### src/rtl/core/dpp_pkg.sv
`default_nettype none

package dpp_pkg;

    // default image limits
    localparam int unsigned MAX_WIDTH_DEF  = 1024;
    localparam int unsigned MAX_HEIGHT_DEF = 1024;

    // field widths
    localparam int SLOPE_W   = 20;
    localparam int OFFSET_W  = 32;
    localparam int DISP_W    = 32;
    localparam int SIZE_W    = 11;
    localparam int CFG_IDX_W = 2;

    // slope threshold -0.9 in Q3.16
    localparam logic signed [SLOPE_W-1:0] SLOPE_LIMIT = -20'sd58983;

    // configuration register indexes
    typedef enum logic [CFG_IDX_W-1:0] {
        CFG_LINE_WIDTH    = 2'd0,
        CFG_FRAME_HEIGHT  = 2'd1,
        CFG_SCAN_BACKWARD = 2'd2
    } t_cfg_idx;

    // disparity plane d = a*x + b*y + c
    typedef struct packed {
        logic [OFFSET_W-1:0] c;
        logic [SLOPE_W-1:0]  b;
        logic [SLOPE_W-1:0]  a;
    } t_plane;

    // per-pixel scan position flags
    typedef struct packed {
        logic has_left;
        logic has_up;
        logic last;
    } t_scan_flags;

endpackage

`default_nettype wire

### src/rtl/core/dpp_disp_stage.sv
`default_nettype none

module dpp_disp_stage #(
    parameter int unsigned MAX_WIDTH  = dpp_pkg::MAX_WIDTH_DEF,
    parameter int unsigned MAX_HEIGHT = dpp_pkg::MAX_HEIGHT_DEF
) (
    input  wire logic                               i_clk,
    input  wire logic                               i_load_mul,
    input  wire logic                               i_load_out,
    input  wire dpp_pkg::t_plane                    i_plane,
    input  wire logic signed [$clog2(MAX_WIDTH):0]  i_x,
    input  wire logic signed [$clog2(MAX_HEIGHT):0] i_y,
    input  wire logic                               i_last,
    output dpp_pkg::t_plane                         o_plane,
    output logic [dpp_pkg::DISP_W-1:0]              o_disp,
    output logic                                    o_last
);

    localparam int XW   = $clog2(MAX_WIDTH) + 1;
    localparam int YW   = $clog2(MAX_HEIGHT) + 1;
    localparam int SW   = dpp_pkg::SLOPE_W;
    localparam int OW   = dpp_pkg::OFFSET_W;
    localparam int DW   = dpp_pkg::DISP_W;
    localparam int PXW  = SW + XW;
    localparam int PYW  = SW + YW;
    localparam int MW0  = (PXW > PYW) ? PXW : PYW;
    localparam int MW   = (MW0 > OW) ? MW0 : OW;
    localparam int SUMW = MW + 2;

    // product stage
    logic signed [PXW-1:0] r_px;
    logic signed [PYW-1:0] r_py;
    dpp_pkg::t_plane       r_m_plane;
    logic                  r_m_last;

    // output stage
    dpp_pkg::t_plane r_o_plane;
    logic [DW-1:0]   r_o_disp;
    logic            r_o_last;

    logic signed [SUMW-1:0] sum;
    logic [DW-1:0]          sat;
    logic                   in_range;

    always_ff @(posedge i_clk) begin
        if (i_load_mul) begin
            r_px      <= $signed(i_plane.a) * i_x;
            r_py      <= $signed(i_plane.b) * i_y;
            r_m_plane <= i_plane;
            r_m_last  <= i_last;
        end
    end

    // sum and clamp to 32 bits
    always_comb begin
        sum = SUMW'(r_px) + SUMW'(r_py) + SUMW'($signed(r_m_plane.c));
        in_range = (&sum[SUMW-1:DW-1]) || !(|sum[SUMW-1:DW-1]);
        if (in_range) begin
            sat = sum[DW-1:0];
        end else if (sum[SUMW-1]) begin
            sat = {1'b1, {(DW-1){1'b0}}};
        end else begin
            sat = {1'b0, {(DW-1){1'b1}}};
        end
    end

    always_ff @(posedge i_clk) begin
        if (i_load_out) begin
            r_o_plane <= r_m_plane;
            r_o_disp  <= sat;
            r_o_last  <= r_m_last;
        end
    end

    assign o_plane = r_o_plane;
    assign o_disp  = r_o_disp;
    assign o_last  = r_o_last;

endmodule

`default_nettype wire

### config.mk
export PLATFORM = sky130hd
export DESIGN_NAME = dpp_disp_stage
export DESIGN_NICKNAME = d
export VERILOG_FILES = /design/src/rtl/core/dpp_pkg.sv /design/src/rtl/core/dpp_disp_stage.sv
export SDC_FILE = /design/constraint.sdc
export NUM_CORES = 1
export LEC_CHECK = 0
export BUFFER_PORTS_ARGS = -buffer_cell sky130_fd_sc_hd__buf_2
export CAP_MARGIN = 30
export CELL_PAD_IN_SITES_DETAIL_PLACEMENT = 0
export CELL_PAD_IN_SITES_GLOBAL_PLACEMENT = 1
export CORE_ASPECT_RATIO = 1.25
export CORE_MARGIN = 2
export CORE_UTILIZATION = 50
export DETAILED_ROUTE_END_ITERATION = 8
export PLACE_DENSITY_LB_ADDON = 0.25
export SYNTH_ARGS = -nofsm -noshare
export SYNTH_HDL_FRONTEND = slang
export SYNTH_SLANG_ARGS = --single-unit
export TNS_END_PERCENT = 1
### constraint.sdc
create_clock -name i_clk -period 7.05 [get_ports i_clk]
set_input_delay 0.3525 -clock i_clk [delete_from_list [all_inputs] [get_ports i_clk]]
set_output_delay 0.3525 -clock i_clk [all_outputs]
set_load 0.02 [all_outputs]
==> results.ini, run 1 <==
[sta]
finalMaxSlewViolations = 0
worst_pin_slew_ns = 0.944
setup_tns_ns = 0
relSlewSlack_pct = 37.1
rsz0062_at_grt = no
period_minus_slack_ns = 5.78
hold_violations = 0
finalCritPeriodShare_pct = 82.0
setup_viol = 0
clock.fmax_mhz = 173
finalClockSkew_ns = 0.0161

[global_route]
grt.overflow.total = 0
grt_usage_pct = 22.9
grt_pass1_wl_um = 93800
grt_antenna_before_repair = 0
grt_pass1_vias = 18274
grt_max_degree = 70

[logic_synthesis]
ys_types = 66
synth_most_common_cell = inv_1
synth_edf_count = 240
yosysSeqAreaShare_pct = 28.5
yosys.area.top_type = fa_1
synth.avg_cell_area_um2 = 10.9
synth_area_um2 = 25300
synth_top_area_share_pct = 33.9
ys_ff_latch = 240
yosys-top-cells-count = inv_1, fa_1, nand2_1
yosys_most_used_dff = edfxtp_1
synthesis.nets = 3018
synth_area_leaders = fa_1, edfxtp_1, ha_1
async_flop_share_pct = 0
yosysWarnings = 0
synthCells = 2330

[finish]
syn_to_final_growth_pct = 10.8
finalNetCount = 3195
drive_above_1_share_pct = 10.9
nFillCells = 4457
antenna_cells = 0

[flow_run]
max-cap-violations = 0

[hold_path]
worstHoldPathCells = 1
min_to = r_m_plane[56]
worstHoldStart = i_plane[56]
worstHoldPathType = in2reg

[floorplanning]
die_h_um = 256
dieArea_um2 = 52500
initial_core_util_pct = 50.5
ios = 203
coreArea_um2 = 50200
die_width_um = 205
rows = 92

[placed_design]
dp_hpwl_um = 44400
gp_congestion = 0.861
numPortBuffers = 202

[critical_path]
reg2regPathDepth = 13
critPathMaxFanout = 20
endpoint_kind = flip-flop
r2r-start = r_py[1]
worstSetupStartpointType = input pin
required_ns = 7.38
r2r-end = o_disp[30]
ff2ff_setup_slack_ns = 2.25
arrival_ns = 6.11
path_class = in2reg

[clock_tree]
clkTransAtPathRegs_ns = 0.06
cts_inserted_buffers = 28
root_buffer = clkbuf_16
numClockSinks = 240
clock_latency_ns = 0.57
cts_tree = built
clock_path_buffers = 3
htreeDepth = 1

[routing]
wl_um = 56800
final_antenna_net_count = 0
vias = 16774
wl_per_cell_um = 17.8
vias_per_cell = 5.26
drc_errors = 0
drtIter0Drc = 827
first_pass_iters = 5

[run_status]
status = completed

[cell usage in the layout (no fill, tap or decap), types with 16 or more instances in the layout]
cell type	instances
inv_1	478
fa_1	429
nand2_1	260
edfxtp_1	240
buf_2	200
and2_1	183
ha_1	161
a21oi_1	74
xnor2_1	68
nor2_1	61
o21ai_0	35
a21o_1	35
dlygate4sd3_1	32
clkbuf_16	29
xor2_1	22
nand3_1	18
nand2b_1	16
[critical path: stages]
cell and delay (ns):
buf_2 0.42, nand2_1 0.15, fa_1 0.55, inv_1 0.05, fa_1 0.55, fa_1 0.44, fa_1 0.49, inv_1 0.05
fa_1 0.47, inv_1 0.04, ha_1 0.37, nand3_1 0.14, a2111oi_0 0.79, nor3_1 0.26, o31ai_1 0.40, a21oi_1 0.17
o21bai_1 0.16, a21oi_1 0.09, xnor2_1 0.12
[repair_timing]
item | 4_1_cts | 5_1_grt
hold endpoints to repair | 32 | 0
resized for setup | 0 | 0
hold buffers | 32 | 0
buffers inserted | 0 | 0
[state kept, by name (all words and copies together), names as in the netlist]
signal     cells
o_disp        32
o_last         1
o_plane       72
r_m_last       1
r_m_plane     72
r_px          31
r_py          31
[final cells by class]
| class | count | area, um^2 | share of cell area [%] |
|---|---|---|---|
| clock buffers | 31 | 733 | 2.61 |
| well taps | 658 | 823 | 2.94 |
| inverters | 480 | 1800 | 6.42 |
| clock inverters | 21 | 176 | 0.629 |
| flip-flops and latches | 240 | 7210 | 25.7 |
| multi-input cells | 1518 | 15900 | 56.8 |
| repair buffers | 239 | 1380 | 4.91 |
[stage by stage]
step | instance area, um^2 | std cells | hold WS, ns | worst slack, ns | util (%)
floorplan | 25300 | 2330 | 0.400 | 1.41 | -
global placement | 26800 | 3103 | 0.401 | 0.824 | 53.4
detailed placement | 26800 | 3103 | 0.406 | 0.759 | 53.4
CTS | 28000 | 3187 | 0.000714 | 1.34 | 55.9
global route | 28000 | 3187 | 0.00545 | 0.962 | 55.9
finish | 28000 | 3187 | 0.0392 | 1.27 | 55.9
[cell families (layout without fill, tap and decap cells)]
| kind of cell | Yosys count | count (layout) | synth area share [%] |
|---|---|---|---|
| adder cells (fa/ha/maj) | 596 | 596 | 42.1 |
| AND/OR/NAND/NOR | 589 | 589 | 11.3 |
| buffers and inverters | 572 | 771 | 8.62 |
| AO/OA/AOI/OAI | 241 | 241 | 6.27 |
| flip-flops | 240 | 240 | 28.5 |
| XOR/XNOR | 90 | 90 | 3.11 |
| multiplexers | 2 | 2 | 0.0791 |
[how the worst max path moves through the flow]
stage	start	end	slack (ns)	cells after the start
2_1_floorplan	i_x[2]	r_px[30]	1.41	20
3_3_place_gp	i_y[5]	r_py[26]	0.82	19
3_5_place_dp	i_x[3]	r_px[30]	0.76	20
4_1_cts	i_x[5]	r_px[30]	1.34	21
5_1_grt	i_y[5]	r_py[26]	0.96	19
6_report	i_y[5]	r_py[26]	1.27	19
[metal layers]
layer / wire length [um] / up-vias / GRT usage (%)
met4: 1940 / 0 / 7.73
met3: 3210 / 105 / 2.81
li1: - / 7644 / -
met5: 0 / - / 0
met1: 22300 / 8549 / 29.3
met2: 29400 / 476 / 40.1
Power of run 1 is not shown: default switching activity piles up to over one toggle a cycle in this logic, so the estimate is an artifact.
==> inputs of run 2 (changes only) <==
Settings changed: ABC_AREA set to 1, CORE_UTILIZATION 50 to 44.
Clock period 7.05 ns to 5.25 ns, I/O delays scaled along.
==> run 2 against run 1 <==
Sequential share of layout area down 1.7 points. Via count grew 14%. First-iteration DRC count grew 13%. Cell count grew 23%. Clock skew down 0.0014 ns. Critical path depth is 1 lower. Non-clock buffer count grew 72. Synthesized cell count up 24%. Hold slack better by 0.011 ns. Core utilization fell by 5.4 points. Routed wire length increased by 20%. Critical path type unchanged. Largest cell class unchanged.
==> results.ini, run 2 <==
[logic_synthesis]
yosysWarnings = 0  ; unchanged
synth_compound_area_share_pct = 3.37  ; -2.9 points
synth.avg_cell_area_um2 = 9.18  ; -16%
muxShareOfSynthArea_pct = 0  ; -0.079 points
synth_area_um2 = 26500  ; +4.6%
synth-simple-area-share_pct = 14.7  ; +3.4 points
synthXorXnorAreaFrac_pct = 2.78  ; -0.34 points
synthesis.nets = 3574  ; +18%
synthCells = 2886  ; +24%
synth_most_common_cell = inv_1
yosys.area.top_type = fa_1
yosys-top-cells-count = inv_1, nand2_1, fa_1
synth_area_leaders = fa_1, edfxtp_1, inv_1
synth_top_area_share_pct = 32.4  ; -1.5 points
synth_top_family_by_area = adder cells
yosys_most_used_dff = edfxtp_1
async_flop_share_pct = 0  ; unchanged
synthAdderAreaFrac_pct = 40.0  ; -2.1 points
synth_edf_count = 240  ; unchanged
ys_types = 37  ; -44%
ys_ff_latch = 240  ; unchanged
yosysSeqAreaShare_pct = 27.2  ; -1.3 points

[critical_path]
path_class = in2reg
worstPathCellList = dlygate4sd3_1 > buf_2 > or2_2 > fa_1 > fa_1 > inv_1 > fa_1 > fa_1 > inv_1 > fa_1 > inv_1 > ha_1 > a21oi_1 > nor2_1 > nor2_1 > o21ai_0 > a21oi_1 > xor2_1
crit_top_cell = fa_1
worstSetupStartpointType = input pin
endpoint_kind = flip-flop
critPathMaxStageDelay_ns = 0.54  ; -0.25 ns
critPathMaxFanout = 8  ; -60%
crit_slowest_cell = dlygate4sd3_1
path_buf_inv = 5  ; +1
required_ns = 5.65  ; -1.73 ns
crit_family = adder cells
arrival_ns = 5.43  ; -0.68 ns

[routing]
drtIter0Drc = 937  ; +13%
final_antenna_net_count = 0  ; unchanged
wl_um = 68200  ; +20%
wl_per_cell_um = 17.4  ; -2.5%
first_pass_iters = 5  ; unchanged
vias_per_cell = 4.86  ; -7.6%
vias = 19090  ; +14%
drc_errors = 0  ; unchanged

[placed_design]
gp_congestion = 0.917  ; +6.5%
placed_cells = 3837  ; +24%
numPortBuffers = 202  ; unchanged
dp_hpwl_um = 55800  ; +26%
placed_area_um2 = 28700  ; +7.1%

[floorplanning]
ios = 203  ; unchanged
die_width_um = 223  ; +8.9%
coreArea_um2 = 59600  ; +19%
dieArea_um2 = 62200  ; +19%
initial_core_util_pct = 44.5  ; -6.0 points
rows = 100  ; +8.7%
die_h_um = 278  ; +8.9%

[clock_tree]
clkTransAtPathRegs_ns = 0.06  ; about the same
htreeDepth = 1  ; unchanged
cts_tree = built
cts_inserted_buffers = 29  ; +3.6%
clock_latency_ns = 0.58  ; about the same
postCtsResizedCells = 0  ; unchanged
clock_path_buffers = 3  ; unchanged
numClockSinks = 240  ; unchanged
root_buffer = clkbuf_16

[global_route]
grt_max_degree = 60  ; -14%
grt_pass1_vias = 20999  ; +15%
grt.overflow.total = 0  ; unchanged
grt_antenna_before_repair = 0  ; unchanged
grt_pass1_wl_um = 111000  ; +18%
grt_usage_pct = 22.8  ; -0.094 points

[finish]
final_common_cell = inv_1
finalNetCount = 3826  ; +20%
final_cell_mix = inv_1, nand2_1, fa_1
stdcell_count = 3925  ; +23%
syn_to_final_growth_pct = 13.5
stdcell_area_um2 = 30100  ; +7.2%
drive_above_1_share_pct = 11.0  ; +0.17 points
antenna_cells = 0  ; unchanged

[hold_path]
worstHoldPathType = in2reg

[sta]
clock.fmax_mhz = 199
relSlewSlack_pct = 44.9  ; +7.9 points
period_minus_slack_ns = 5.03
finalMaxSlewViolations = 0  ; unchanged
hold_violations = 0  ; unchanged
rsz0062_at_grt = no
finalCritPeriodShare_pct = 95.8
setup_viol = 0  ; unchanged
finalClockSkew_ns = 0.0146  ; -0.00145 ns
worst_pin_slew_ns = 0.826  ; -0.118 ns
hold-worst-slack_ns = 0.0507  ; +0.0115 ns

[run_status]
status = completed

[flow_run]
max-cap-violations = 0  ; unchanged

==> run 2: metrics by stage <==
step           setup WS (ns)  util, %  setup TNS, ns
6_report               0.221     50.5              0
3_3_place_gp          -0.119     48.2         -0.214
4_1_cts                0.186     50.5              0
3_5_place_dp         -0.0803     48.2         -0.125
2_1_floorplan          0.398        -              0
5_1_grt               0.0304     50.5              0
==> run 2: layout make-up <==
cell class              instances  area, um^2
inverters                     743        2790
repair buffers                311        2000
flip-flops and latches        240        7210
multi-input cells            1813       16100
clock inverters                21         245
well taps                     765         957
fillers                      5633       29500
clock buffers                  32         737
==> run 2: cell families (layout without fill, tap and decap cells) <==
kind of cell | Yosys count | in the layout
fa+ha+maj | 590 | 590
simple gates | 978 | 978
buf+inv | 833 | 1107
flops | 240 | 240
xor+xnor | 84 | 84
compound gates | 161 | 161
==> run 2: repair_timing <==
item / CTS / global route
hold endpoints to repair: 35 / 0
hold buffers: 35 / 0
buffers inserted: 0 / 0
==> run 2: routing by layer <==
metal / wire, um / global-route usage (%) / up-vias
met2: 34900 / 41.3 / 455
met1: 27600 / 27.8 / 9449
met4: 2410 / 8.10 / 0
li1: - / - / 9071
met3: 3320 / 2.90 / 115
met5: 0 / 0 / -
==> run 2: final timing paths <==
path	to	slack, ns	cells past startpoint	from
worst min register to register	o_plane[17]	0.41	0	r_m_plane[17]
worst min-delay path	r_m_plane[35]	0.05	1	i_plane[35]
worst max-delay path	r_px[15]	0.22	18	i_plane[0]
worst max register to register	o_disp[0]	2.10	15	r_px[1]
Power of run 2 is left out for the same reason.
