[config.mk]
export PLATFORM = sky130hd
export DESIGN_NAME = dpp_scan_ctrl
export DESIGN_NICKNAME = d
export VERILOG_FILES = /design/src/rtl/core/dpp_pkg.sv /design/src/rtl/core/dpp_scan_ctrl.sv
export SDC_FILE = /design/constraint.sdc
export NUM_CORES = 1
export LEC_CHECK = 0
export BUFFER_PORTS_ARGS = -buffer_cell sky130_fd_sc_hd__buf_2
export CAP_MARGIN = 15
export CORE_MARGIN = 3
export CORE_UTILIZATION = 55
export DETAILED_ROUTE_END_ITERATION = 10
export PLACE_DENSITY = 0.87
export SLEW_MARGIN = 0
export SYNTH_ARGS = -nofsm -noshare
export SYNTH_HDL_FRONTEND = slang
export SYNTH_SLANG_ARGS = --single-unit
[constraint.sdc]
create_clock -name i_clk -period 6.52 [get_ports i_clk]
set_clock_uncertainty 0.1 [all_clocks]
set_input_delay 0.652 -clock i_clk [delete_from_list [all_inputs] [get_ports i_clk]]
set_output_delay 0.652 -clock i_clk [all_outputs]
set_load 0.03 [all_outputs]
[src/rtl/core/dpp_pkg.sv]
`default_nettype none

package dpp_pkg;

    // default image limits
    localparam int unsigned MAX_WIDTH_DEF  = 1024;
    localparam int unsigned MAX_HEIGHT_DEF = 1024;

    // field widths
    localparam int SLOPE_W   = 20;
    localparam int OFFSET_W  = 32;
    localparam int DISP_W    = 32;
    localparam int SIZE_W    = 11;
    localparam int CFG_IDX_W = 2;

    // slope threshold -0.9 in Q3.16
    localparam logic signed [SLOPE_W-1:0] SLOPE_LIMIT = -20'sd58983;

    // configuration register indexes
    typedef enum logic [CFG_IDX_W-1:0] {
        CFG_LINE_WIDTH    = 2'd0,
        CFG_FRAME_HEIGHT  = 2'd1,
        CFG_SCAN_BACKWARD = 2'd2
    } t_cfg_idx;

    // disparity plane d = a*x + b*y + c
    typedef struct packed {
        logic [OFFSET_W-1:0] c;
        logic [SLOPE_W-1:0]  b;
        logic [SLOPE_W-1:0]  a;
    } t_plane;

    // per-pixel scan position flags
    typedef struct packed {
        logic has_left;
        logic has_up;
        logic last;
    } t_scan_flags;

endpackage

`default_nettype wire

[src/rtl/core/dpp_scan_ctrl.sv]
`default_nettype none

module dpp_scan_ctrl #(
    parameter int unsigned MAX_WIDTH  = dpp_pkg::MAX_WIDTH_DEF,
    parameter int unsigned MAX_HEIGHT = dpp_pkg::MAX_HEIGHT_DEF
) (
    input  wire logic                          i_clk,
    input  wire logic                          i_rst_n,
    input  wire logic                          i_cfg_we,
    input  wire logic [dpp_pkg::CFG_IDX_W-1:0] i_cfg_index,
    input  wire logic [dpp_pkg::SIZE_W-1:0]    i_cfg_data,
    input  wire logic                          i_accept,
    output logic [$clog2(MAX_WIDTH)-1:0]       o_col,
    output logic signed [$clog2(MAX_WIDTH):0]  o_x,
    output logic signed [$clog2(MAX_HEIGHT):0] o_y,
    output dpp_pkg::t_scan_flags               o_flags
);

    localparam int CW  = $clog2(MAX_WIDTH);
    localparam int RW  = $clog2(MAX_HEIGHT);
    localparam int SWW = $clog2(MAX_WIDTH + 1);
    localparam int SWH = $clog2(MAX_HEIGHT + 1);

    logic [dpp_pkg::SIZE_W-1:0] r_line_width;
    logic [dpp_pkg::SIZE_W-1:0] r_frame_height;
    logic                       r_scan_backward;
    logic [CW-1:0]              r_col;
    logic [RW-1:0]              r_row;

    logic [SWW-1:0] w_lim;
    logic [SWH-1:0] h_lim;
    logic           row_end;
    logic           col_end;

    // configuration registers
    always_ff @(posedge i_clk) begin
        if (!i_rst_n) begin
            r_line_width    <= dpp_pkg::SIZE_W'(1024);
            r_frame_height  <= dpp_pkg::SIZE_W'(1024);
            r_scan_backward <= 1'b0;
        end else if (i_cfg_we) begin
            unique case (dpp_pkg::t_cfg_idx'(i_cfg_index))
                dpp_pkg::CFG_LINE_WIDTH:    r_line_width    <= i_cfg_data;
                dpp_pkg::CFG_FRAME_HEIGHT:  r_frame_height  <= i_cfg_data;
                dpp_pkg::CFG_SCAN_BACKWARD: r_scan_backward <= i_cfg_data[0];
                default: ;
            endcase
        end
    end

    // sizes in use: zero reads as one, clipped at the maximum
    always_comb begin
        if (r_line_width == '0) begin
            w_lim = SWW'(1);
        end else if (32'(r_line_width) > 32'(MAX_WIDTH)) begin
            w_lim = SWW'(MAX_WIDTH);
        end else begin
            w_lim = SWW'(r_line_width);
        end
        if (r_frame_height == '0) begin
            h_lim = SWH'(1);
        end else if (32'(r_frame_height) > 32'(MAX_HEIGHT)) begin
            h_lim = SWH'(MAX_HEIGHT);
        end else begin
            h_lim = SWH'(r_frame_height);
        end
    end

    assign row_end = ((SWW+1)'(r_col) + (SWW+1)'(1)) >= (SWW+1)'(w_lim);
    assign col_end = ((SWH+1)'(r_row) + (SWH+1)'(1)) >= (SWH+1)'(h_lim);

    // scan position counters
    always_ff @(posedge i_clk) begin
        if (!i_rst_n) begin
            r_col <= '0;
            r_row <= '0;
        end else if (i_accept) begin
            if (row_end) begin
                r_col <= '0;
                r_row <= col_end ? '0 : r_row + RW'(1);
            end else begin
                r_col <= r_col + CW'(1);
            end
        end
    end

    // coordinates of the pixel being accepted
    always_comb begin
        if (r_scan_backward) begin
            o_x = $signed((CW+1)'(w_lim - SWW'(1))) - $signed({1'b0, r_col});
            o_y = $signed((RW+1)'(h_lim - SWH'(1))) - $signed({1'b0, r_row});
        end else begin
            o_x = $signed({1'b0, r_col});
            o_y = $signed({1'b0, r_row});
        end
    end

    assign o_col            = r_col;
    assign o_flags.has_left = (r_col != '0);
    assign o_flags.has_up   = (r_row != '0);
    assign o_flags.last     = row_end && col_end;

endmodule

`default_nettype wire

==> metrics.txt, run 1 <==
status finished, final reports clean; Slowest-stage cell, CP dfxtp_1; grt met2 use 0.414; CTS H-tree depth 2; CP max FO 8; post-route clock period utilization 0.675; worst-path cell chain ha_1 > and3_1 > nand3_1 > or3_1 > xnor2_1 > ha_1 > a21oi_1 > o21ai_0 > o21bai_1 > nor2_1 > a21oi_1 > buf_2; asr flop ratio synth 0; worst slew pin tran 1.03 ns; Pwr per Cell Area 138 nW/um^2; normalized max-slew margin 0.310; RePlAce Congestion between 0.9 and 1; vias in the first global route 3666; Worst VDD drop 149 uV; # IOs 52; post-layout util 0.626; Die X ~90 um; Yosys cell types 56; final worst slack between 2 and 2.5 ns; Tmin final between 4 and 5 ns; I/O Buffers 51; Detailed Routing Iterations Pass 1 5; post-route setup TNS 0 ns; WP data arrival 3.65 ns; TritonCTS Buffers 5; EDFF count, synth 0; largest family of logic cells by synthesized area simple AND/OR/NAND/NOR gates; syn nets 586; post-cts resize count 0; GR Layer Usage met1 0.332; grt total ovfl 0; CP Data Required Time approximately 5.8 ns; Synth Area in Compound Gates 0.215; setup violators final 0; Post-DP Area 4180 sq um; clock slew at reported path FFs about 0.08 ns; ANT cells 0; layout cells sized above 1 0.131; postcts setup bufs 0; commonest register cell after synthesis dfxtp_1; Finished Cell Area 4280 sq um; Max Cap Violations 0; Synth Area in Simple Gates 0.237; clk_lat worst skew 0.30 ns; top cells by count, synth nand2_1, ha_1, inv_1, dfxtp_1, a21oi_1; CTS max path bufs 2; Layout Nets ~620; dpl ws roughly 2.4 ns; CP Class reg -> out; Remaining DRCs 0; CP endpoint kind output port; synthesized area per cell between 7 and 8 sq um; Initial Util 0.570; top-count cell post-synth nand2_1; CTS root buffer clkbuf_8; wire length per cell roughly 16 um; largest net degree at the start of global routing 37; WHS 0.378 ns; DR vias roughly 4000; final slew viol count 0; DP HPWL just under 8000 um; Yosys top cell area share 0.221; met3 usage 0.0469; Seq/Total Area, Yosys 0.221; synth top area cells dfxtp_1, ha_1, nand2_1; die area a little over 8000 sq um; Mapped Cells between 500 and 600; Startpoint Class register; first-pass GRT wire length around 17000 um; # clock sinks 43; post-DR vias/cell 6.00; Post-Synth Adder-Cell Area 0.158; Yosys reg bits 43; Mapped Area 3890 sq um; P&R area growth vs syn 9.86%; Top delay family on crit path simple AND/OR/NAND/NOR gates; Yosys top cell by area dfxtp_1; multiplexer share of the synthesized area 0.0363; antenna violations before repair 0; grt peak-use layer met2; CTS tree yes; Fin. Hold Viols 0; Pleak just under 2 nW; # hold bufs at CTS 0; DRT antenna net count 0; std cell rows 30; Die Ht between 90 and 100 um; unrepaired setup endpoints after global routing no; WP buf/inv 1; worst min path class reg -> reg; drt total wl 10200 um; Fmax approximately 0.23 GHz; core area about 6800 sq um; total track usage 0.250; max incr delay on CP approximately 0.5 ns; Yosys Warn Count 0; number of DRC markers in iteration 0 450; Post-Synth XOR/XNOR Area 0.0585
-- worst min-delay path, stage by stage, from the launching register on --
cell     delay (ns)
dfxtp_1        0.33
nand2_1        0.06
a21oi_1        0.05
-- stage by stage --
step                      std cells  total power [mW]
after floorplan                 521             0.380
after global placement          645             0.409
after detailed placement        645             0.413
after CTS                       653             0.588
after global routing            654             0.616
final                           654             0.591
-- power breakdown --
group	internal, mW	switching, mW
Clock	0.0869	0.0950
Sequential	0.269	0.00813
Combinational	0.0482	0.0831
Total	0.404	0.186
-- state kept, by name (all words and copies together), names as in the netlist --
register         cells
r_line_width        11
r_row               10
r_frame_height      11
r_scan_backward      1
o_col               10
-- layout by cell type, fill, tap and decap left out, drive strengths merged, types with 6 or more instances in the layout --
cell type / count
nand2: 73
buf: 53
ha: 46
inv: 45
dfxtp: 43
a21oi: 42
nor2: 33
o21ai: 23
xnor2: 21
nand4: 17
nand3: 17
nor3: 15
mux2i: 13
o21a: 12
a31oi: 8
o211ai: 7
a21o: 7
clkbuf: 7
nor4: 6
o31ai: 6
-- final timing paths --
check                 from          to  slack [ns]  cells after the start
hold reg to reg   r_row[8]    r_row[8]        0.38                      2
hold / removal    r_row[8]    r_row[8]        0.38                      2
setup / recovery  o_col[1]  o_flags[0]        2.12                     12
setup reg to reg  o_col[1]    r_row[0]        2.73                     11
-- cell type report --
class / count / area [sq um]
Clock inverter: 1 / 8.76
Inverter: 48 / 180
Multi-Input combinational cell: 406 / 2750
Tap cell: 96 / 120
Clock buffer: 7 / 86.3
Sequential cell: 43 / 861
Timing Repair Buffer: 53 / 270
Fill cell: 612 / 2550
-- layer usage --
layer | vias up | routed length, um
li1 | 1916 | -
met1 | 1796 | 4490
met2 | 183 | 4680
met3 | 28 | 783
met4 | 0 | 217
met5 | - | 0
-- kinds of logic after synthesis --
kind of cell             after synthesis
AND/OR/NAND/NOR                      192
XOR/XNOR                              26
adder cells (fa/ha/maj)               48
flip-flops                            43
AO/OA/AOI/OAI                        126
buffers and inverters                 72
multiplexers                          14
Note: power is estimated with default switching activity, not from simulation.
==> run 2, diff against run 1 <==
==> constraint.sdc (replaced) <==
create_clock -name i_clk -period 4.5 [get_ports i_clk]
set_clock_uncertainty 0.1 [all_clocks]
set_input_delay 0.45 -clock i_clk [delete_from_list [all_inputs] [get_ports i_clk]]
set_output_delay 0.45 -clock i_clk [all_outputs]
set_load 0.03 [all_outputs]
==> run 2 against run 1 <==
Critical path depth is 1 lower. First-iteration DRC count grew 11%. Final cell count is the same. Critical endpoint unchanged. Largest power group unchanged.
==> metrics.txt, run 2 (synthesis results as in run 1) <==
I/O Buffers 51 (unchanged); setup violators final 0 (unchanged); Startpoint Class register (unchanged); Initial Util 0.570 (unchanged); Tmin final ~4.3 ns; WP data arrival 3.71 ns (was 3.65 ns); DRT antenna net count 0 (unchanged); post-route setup TNS 0 ns (unchanged); grt total ovfl 0 (unchanged); post-cts resize count 0 (unchanged); CTS max path bufs 2 (unchanged); antenna violations before repair 0 (unchanged); clock slew at reported path FFs 0.09 ns (was 0.08 ns); DP HPWL 8000 um (was 7960 um); RePlAce Congestion 0.958 (was 0.927); Max Cap Violations 0 (unchanged); unrepaired setup endpoints after global routing no (unchanged); area of the multi-input gates 2750 sq um (unchanged); Layout Nets 622 (unchanged); final slew viol count 0 (unchanged); core area 6830 sq um (unchanged); Top delay family on crit path simple AND/OR/NAND/NOR gates (unchanged); worst slew pin tran 1.09 ns (was 1.03 ns); post-layout util 0.625 (was 0.626); largest net degree at the start of global routing 37 (unchanged); first-pass GRT wire length 17200 um (was 17000 um); hold wc startpoint i_cfg_data[10] (was r_row[8]); number of DRC markers in iteration 0 501 (was 450); Fin. Hold Viols 0 (unchanged); postcts setup bufs 0 (unchanged); CP endpoint kind output port (unchanged); WP buf/inv 1 (unchanged); CP Data Required Time 3.95 ns (was 5.77 ns); status finished, final reports clean (unchanged); worst-path cell chain ha_1 > and3_1 > nand3_1 > or3_1 > xnor2_1 > ha_1 > o2111ai_2 > nor3_1 > nor2_1 > a21oi_1 > buf_2 (was ha_1 > and3_1 > nand3_1 > or3_1 > xnor2_1 > ha_1 > a21oi_1 > o21ai_0 > o21bai_1 > nor2_1 > a21oi_1 > buf_2); number of non-filler instances in the completed layout 654 (unchanged); vias in the first global route 3647 (was 3666); filler cell count 605 (was 612); P&R area growth vs syn 9.61% (was 9.86%); Remaining DRCs 0 (unchanged); # clock sinks 43 (unchanged); post-route clock period utilization 0.946; drt total wl 10300 um (was 10200 um); Slowest-stage cell, CP dfxtp_1 (unchanged); Detailed Routing Iterations Pass 1 5 (unchanged); hold endpoint r_frame_height[10] (was r_row[8]); # hold bufs at CTS 0 (unchanged); Worst path most repeated cell ha_1; most frequent cells in the layout nand2_1, buf_2, ha_1 (unchanged); worst min path class in -> reg (was reg -> reg); Largest regs r_frame_height: 11 flops, r_line_width: 11 flops (unchanged); CTS tree yes (unchanged); DR vias 3907 (was 3923); placed cells 646 (was 645); CP max FO 8 (unchanged); std cell rows 30 (unchanged); die area 8130 sq um (unchanged); clk_lat worst skew 0.30 ns (about the same); Pwr per Cell Area 196 nW/um^2 (was 138 nW/um^2); Die Ht 90.1 um (unchanged); most common cell after layout, fill and taps aside nand2_1 (unchanged); max incr delay on CP 0.50 ns (was 0.49 ns); CTS H-tree depth 2 (unchanged); WHS 0.291 ns (was 0.378 ns); R2R Setup Slk 0.74 ns (was 2.73 ns); Fmax between 0.2 and 0.25 GHz; post-DR vias/cell 5.97 (was 6.00); reg2reg start o_col[1] (unchanged); CP Class reg -> out (unchanged); TritonCTS Buffers 5 (unchanged); CTS root buffer clkbuf_8 (unchanged); normalized max-slew margin 0.270 (was 0.310); total track usage 0.251 (was 0.250); RR Endpoint r_row[2] (was r_row[0]); Die X 90.1 um (unchanged); ANT cells 0 (unchanged); Pleak 1.93 nW (was 1.94 nW); Worst VDD drop 180 uV (was 149 uV); Hold Crit Depth 3 (was 2); wire length per cell 15.7 um (was 15.5 um); Register Area 861 sq um (unchanged); layout cells sized above 1 0.131 (unchanged); FF-to-FF path depth 11 (unchanged); # IOs 52 (unchanged)
## run 2: worst min-delay path, delay by kind of cell
family                 cells  cell delay [ns]
buffers and inverters      1             0.09
AO/OA/AOI/OAI              1             0.07
AND/OR/NAND/NOR            1             0.04
## run 2: how the worst max path moves through the flow
stage / start / depth (start not counted) / slack, ns / to
after floorplan: o_col[1] / 10 / 0.71 / o_flags[0]
after global placement: o_col[1] / 11 / 0.84 / o_flags[0]
after detailed placement: o_col[1] / 11 / 0.72 / o_flags[0]
after CTS: o_col[1] / 11 / 0.35 / o_flags[0]
after global routing: o_col[1] / 11 / 0.08 / o_flags[0]
final: o_col[1] / 11 / 0.24 / o_flags[0]
## run 2: per-stage QoR
| stage | setup WS [ns] | instance area, sq um | power [mW] |
|---|---|---|---|
| floorplan | 0.707 | 3890 | 0.551 |
| global placement | 0.835 | 4180 | 0.592 |
| detailed placement | 0.717 | 4180 | 0.598 |
| CTS | 0.346 | 4270 | 0.838 |
| global route | 0.0832 | 4270 | 0.877 |
| finish | 0.242 | 4270 | 0.837 |
## run 2: power by group
group	internal, mW	leakage (nW)	total [mW]	switching, mW
Clock	0.109	0.0412	0.246	0.137
Sequential	0.390	0.349	0.402	0.0119
Combinational	0.0699	1.54	0.189	0.119
Total	0.569	1.93	0.837	0.268
## run 2: cell type report
| cell class | count | share of cell area |
|---|---|---|
| clock buffers | 6 | 0.0170 |
| flip-flops and latches | 43 | 0.202 |
| repair buffers | 53 | 0.0633 |
| inverters | 48 | 0.0422 |
| well taps | 96 | 0.0281 |
| multi-input cells | 406 | 0.645 |
| clock inverters | 2 | 0.00293 |
## run 2: metal layers
layer,routed length (um),GRT usage,vias up
li1,-,-,1910
met1,4650,0.345,1796
met2,4610,0.406,178
met3,788,0.0410,23
met4,214,0.0727,0
met5,0,0,-
==> run 3, diff against run 2 <==
--- a/config.mk
+++ b/config.mk
@@ -9,6 +9,7 @@
 export CAP_MARGIN = 15
 export CORE_MARGIN = 3
 export CORE_UTILIZATION = 55
+export CTS_BUF_LIST = sky130_fd_sc_hd__clkbuf_16
 export DETAILED_ROUTE_END_ITERATION = 10
 export PLACE_DENSITY = 0.87
 export SLEW_MARGIN = 0
==> run 3 against run 2 <==
Design area grew 1.3%. Count of clock-buffer cells in the layout decreased by 1. Maximum frequency up 0.57%. Critical path type unchanged. Largest cell class unchanged.
==> metrics.txt, run 3 (synthesis results as in run 1) <==
post-route setup TNS 0 ns (unchanged); met1 wire length 4690 um (was 4650 um); layout cells sized above 1 0.131 (unchanged); Tmin final 4.23 ns (was 4.26 ns); P&R area growth vs syn 11.1% (was 9.61%); CTS tree yes (unchanged); core area 6830 sq um (unchanged); Fin. Hold Viols 0 (unchanged); Detailed Routing Iterations Pass 1 5 (unchanged); CTS root buffer clkbuf_16 (was clkbuf_8); vias in the first global route 3691 (was 3647); grt total ovfl 0 (unchanged); setup violators final 0 (unchanged); post-DR vias/cell 6.05 (was 5.97); WHS 0.310 ns (was 0.291 ns); Hold Crit Depth 3 (unchanged); Pwr per Cell Area 218 nW/um^2 (was 196 nW/um^2); CP endpoint o_flags[0] (unchanged); DR vias 3959 (was 3907); I/O Buffers 51 (unchanged); status finished, final reports clean (unchanged); CTS H-tree depth 2 (unchanged); Initial Util 0.570 (unchanged); R2R Setup Slk 0.68 ns (was 0.74 ns); post-cts resize count 0 (unchanged); Finished Cell Area 4320 sq um (was 4270 sq um); std cell rows 30 (unchanged); clk_lat worst skew 0.29 ns (was 0.30 ns); Fmax 0.236 GHz (was 0.235 GHz); RePlAce Congestion 0.958 (unchanged); worst min path class in -> reg (unchanged); total track usage 0.255 (was 0.251); DRT antenna net count 0 (unchanged); Tot Pwr 0.942 mW (was 0.837 mW); CP Data Required Time 3.95 ns (about the same); Startpoint Class register (unchanged); TritonCTS Buffers 5 (unchanged); Worst VDD drop 205 uV (was 180 uV); max incr delay on CP 0.48 ns (was 0.50 ns); CP Class reg -> out (unchanged); most frequent cells in the layout nand2_1, buf_2, inv_1, ha_1, dfxtp_1 (was nand2_1, buf_2, ha_1); Pleak 1.96 nW (was 1.93 nW); most common cell after layout, fill and taps aside nand2_1 (unchanged); # IOs 52 (unchanged); Slowest-stage cell, CP dfxtp_1 (unchanged); Layout Nets 622 (unchanged); Met2 Routed Length 4700 um (was 4610 um); DP HPWL 8000 um (unchanged); Largest regs r_frame_height: 11 flops, r_line_width: 11 flops (unchanged); wire length per cell 15.9 um (was 15.7 um); # hold bufs at CTS 0 (unchanged); number of DRC markers in iteration 0 504 (was 501); die area 8130 sq um (unchanged); drt total wl 10400 um (was 10300 um); CP endpoint kind output port (unchanged); CP startpoint o_col[1] (unchanged); antenna violations before repair 0 (unchanged); Post-DP Area 4180 sq um (unchanged); FF-to-FF path depth 11 (unchanged); unrepaired setup endpoints after global routing no (unchanged); first-pass GRT wire length 17500 um (was 17200 um); final slew viol count 0 (unchanged); largest net degree at the start of global routing 37 (unchanged); Die Ht 90.1 um (unchanged); Max Cap Violations 0 (unchanged); WP data arrival 3.68 ns (was 3.71 ns); # clock sinks 43 (unchanged); postcts setup bufs 0 (unchanged); reg2reg start o_col[1] (unchanged); post-route clock period utilization 0.941 (was 0.946); CP max FO 8 (unchanged); CTS max path bufs 2 (unchanged); ANT cells 0 (unchanged); clock slew at reported path FFs 0.06 ns (was 0.09 ns); Remaining DRCs 0 (unchanged); met3 wire len 724 um (was 788 um); top layer in use met4 (unchanged); worst slew pin tran 1.10 ns (was 1.09 ns); Worst path most repeated cell ha_1 (unchanged); normalized max-slew margin 0.264 (was 0.270); RR Endpoint r_row[4] (was r_row[2]); Die X 90.1 um (unchanged); worst-path cell chain ha_1 > and3_1 > nand3_1 > or3_1 > xnor2_1 > ha_1 > o2111ai_2 > nor3_1 > nor2_1 > a21oi_1 > buf_2 (unchanged)
[run 3: area by class of cell]
| type | instances | area [sq um] |
|---|---|---|
| multi-input cells | 406 | 2750 |
| fillers | 598 | 2510 |
| flip-flops and latches | 43 | 861 |
| repair buffers | 53 | 270 |
| inverters | 48 | 180 |
| clock buffers | 5 | 125 |
| well taps | 96 | 120 |
| clock inverters | 3 | 16.3 |
[run 3: report_power, final]
part,internal [mW],switching [mW],leakage (nW)
combinational,0.0698,0.119,1.54
clock,0.202,0.148,0.0710
sequential,0.391,0.0118,0.349
[run 3: worst min-delay path by stage]
stage,from,end,slack [ns]
2_1_floorplan,r_row[8],r_row[8],0.34
3_3_place_gp,r_frame_height[0],r_frame_height[0],0.36
3_5_place_dp,r_frame_height[0],r_frame_height[0],0.37
4_1_cts,i_cfg_data[10],r_frame_height[10],0.31
5_1_grt,i_cfg_data[10],r_frame_height[10],0.32
6_report,i_cfg_data[10],r_frame_height[10],0.31
[run 3: critical path: cells and delay by family (launching register included)]
kind	cells	cell delay (ns)
adders and majority gates	2	0.66
buffers and inverters	1	0.24
AOI/OAI and AO/OA	2	0.38
and+or+nand+nor	5	1.48
xor gates and xnor gates	1	0.17
DFF	1	0.48
[run 3: routing by layer]
metal / GRT usage / vias to the layer above
met4: 0.0753 / 0
met1: 0.349 / 1830
met5: 0 / -
li1: - / 1910
met3: 0.0377 / 34
met2: 0.415 / 185
[run 3: metrics by stage]
step                worst slack (ns)  std cells   util
floorplan                      0.707        521      -
global placement               0.835        646  0.612
detailed placement             0.717        646  0.612
CTS                            0.372        654  0.633
global route                   0.101        654  0.633
finish                         0.266        654  0.633
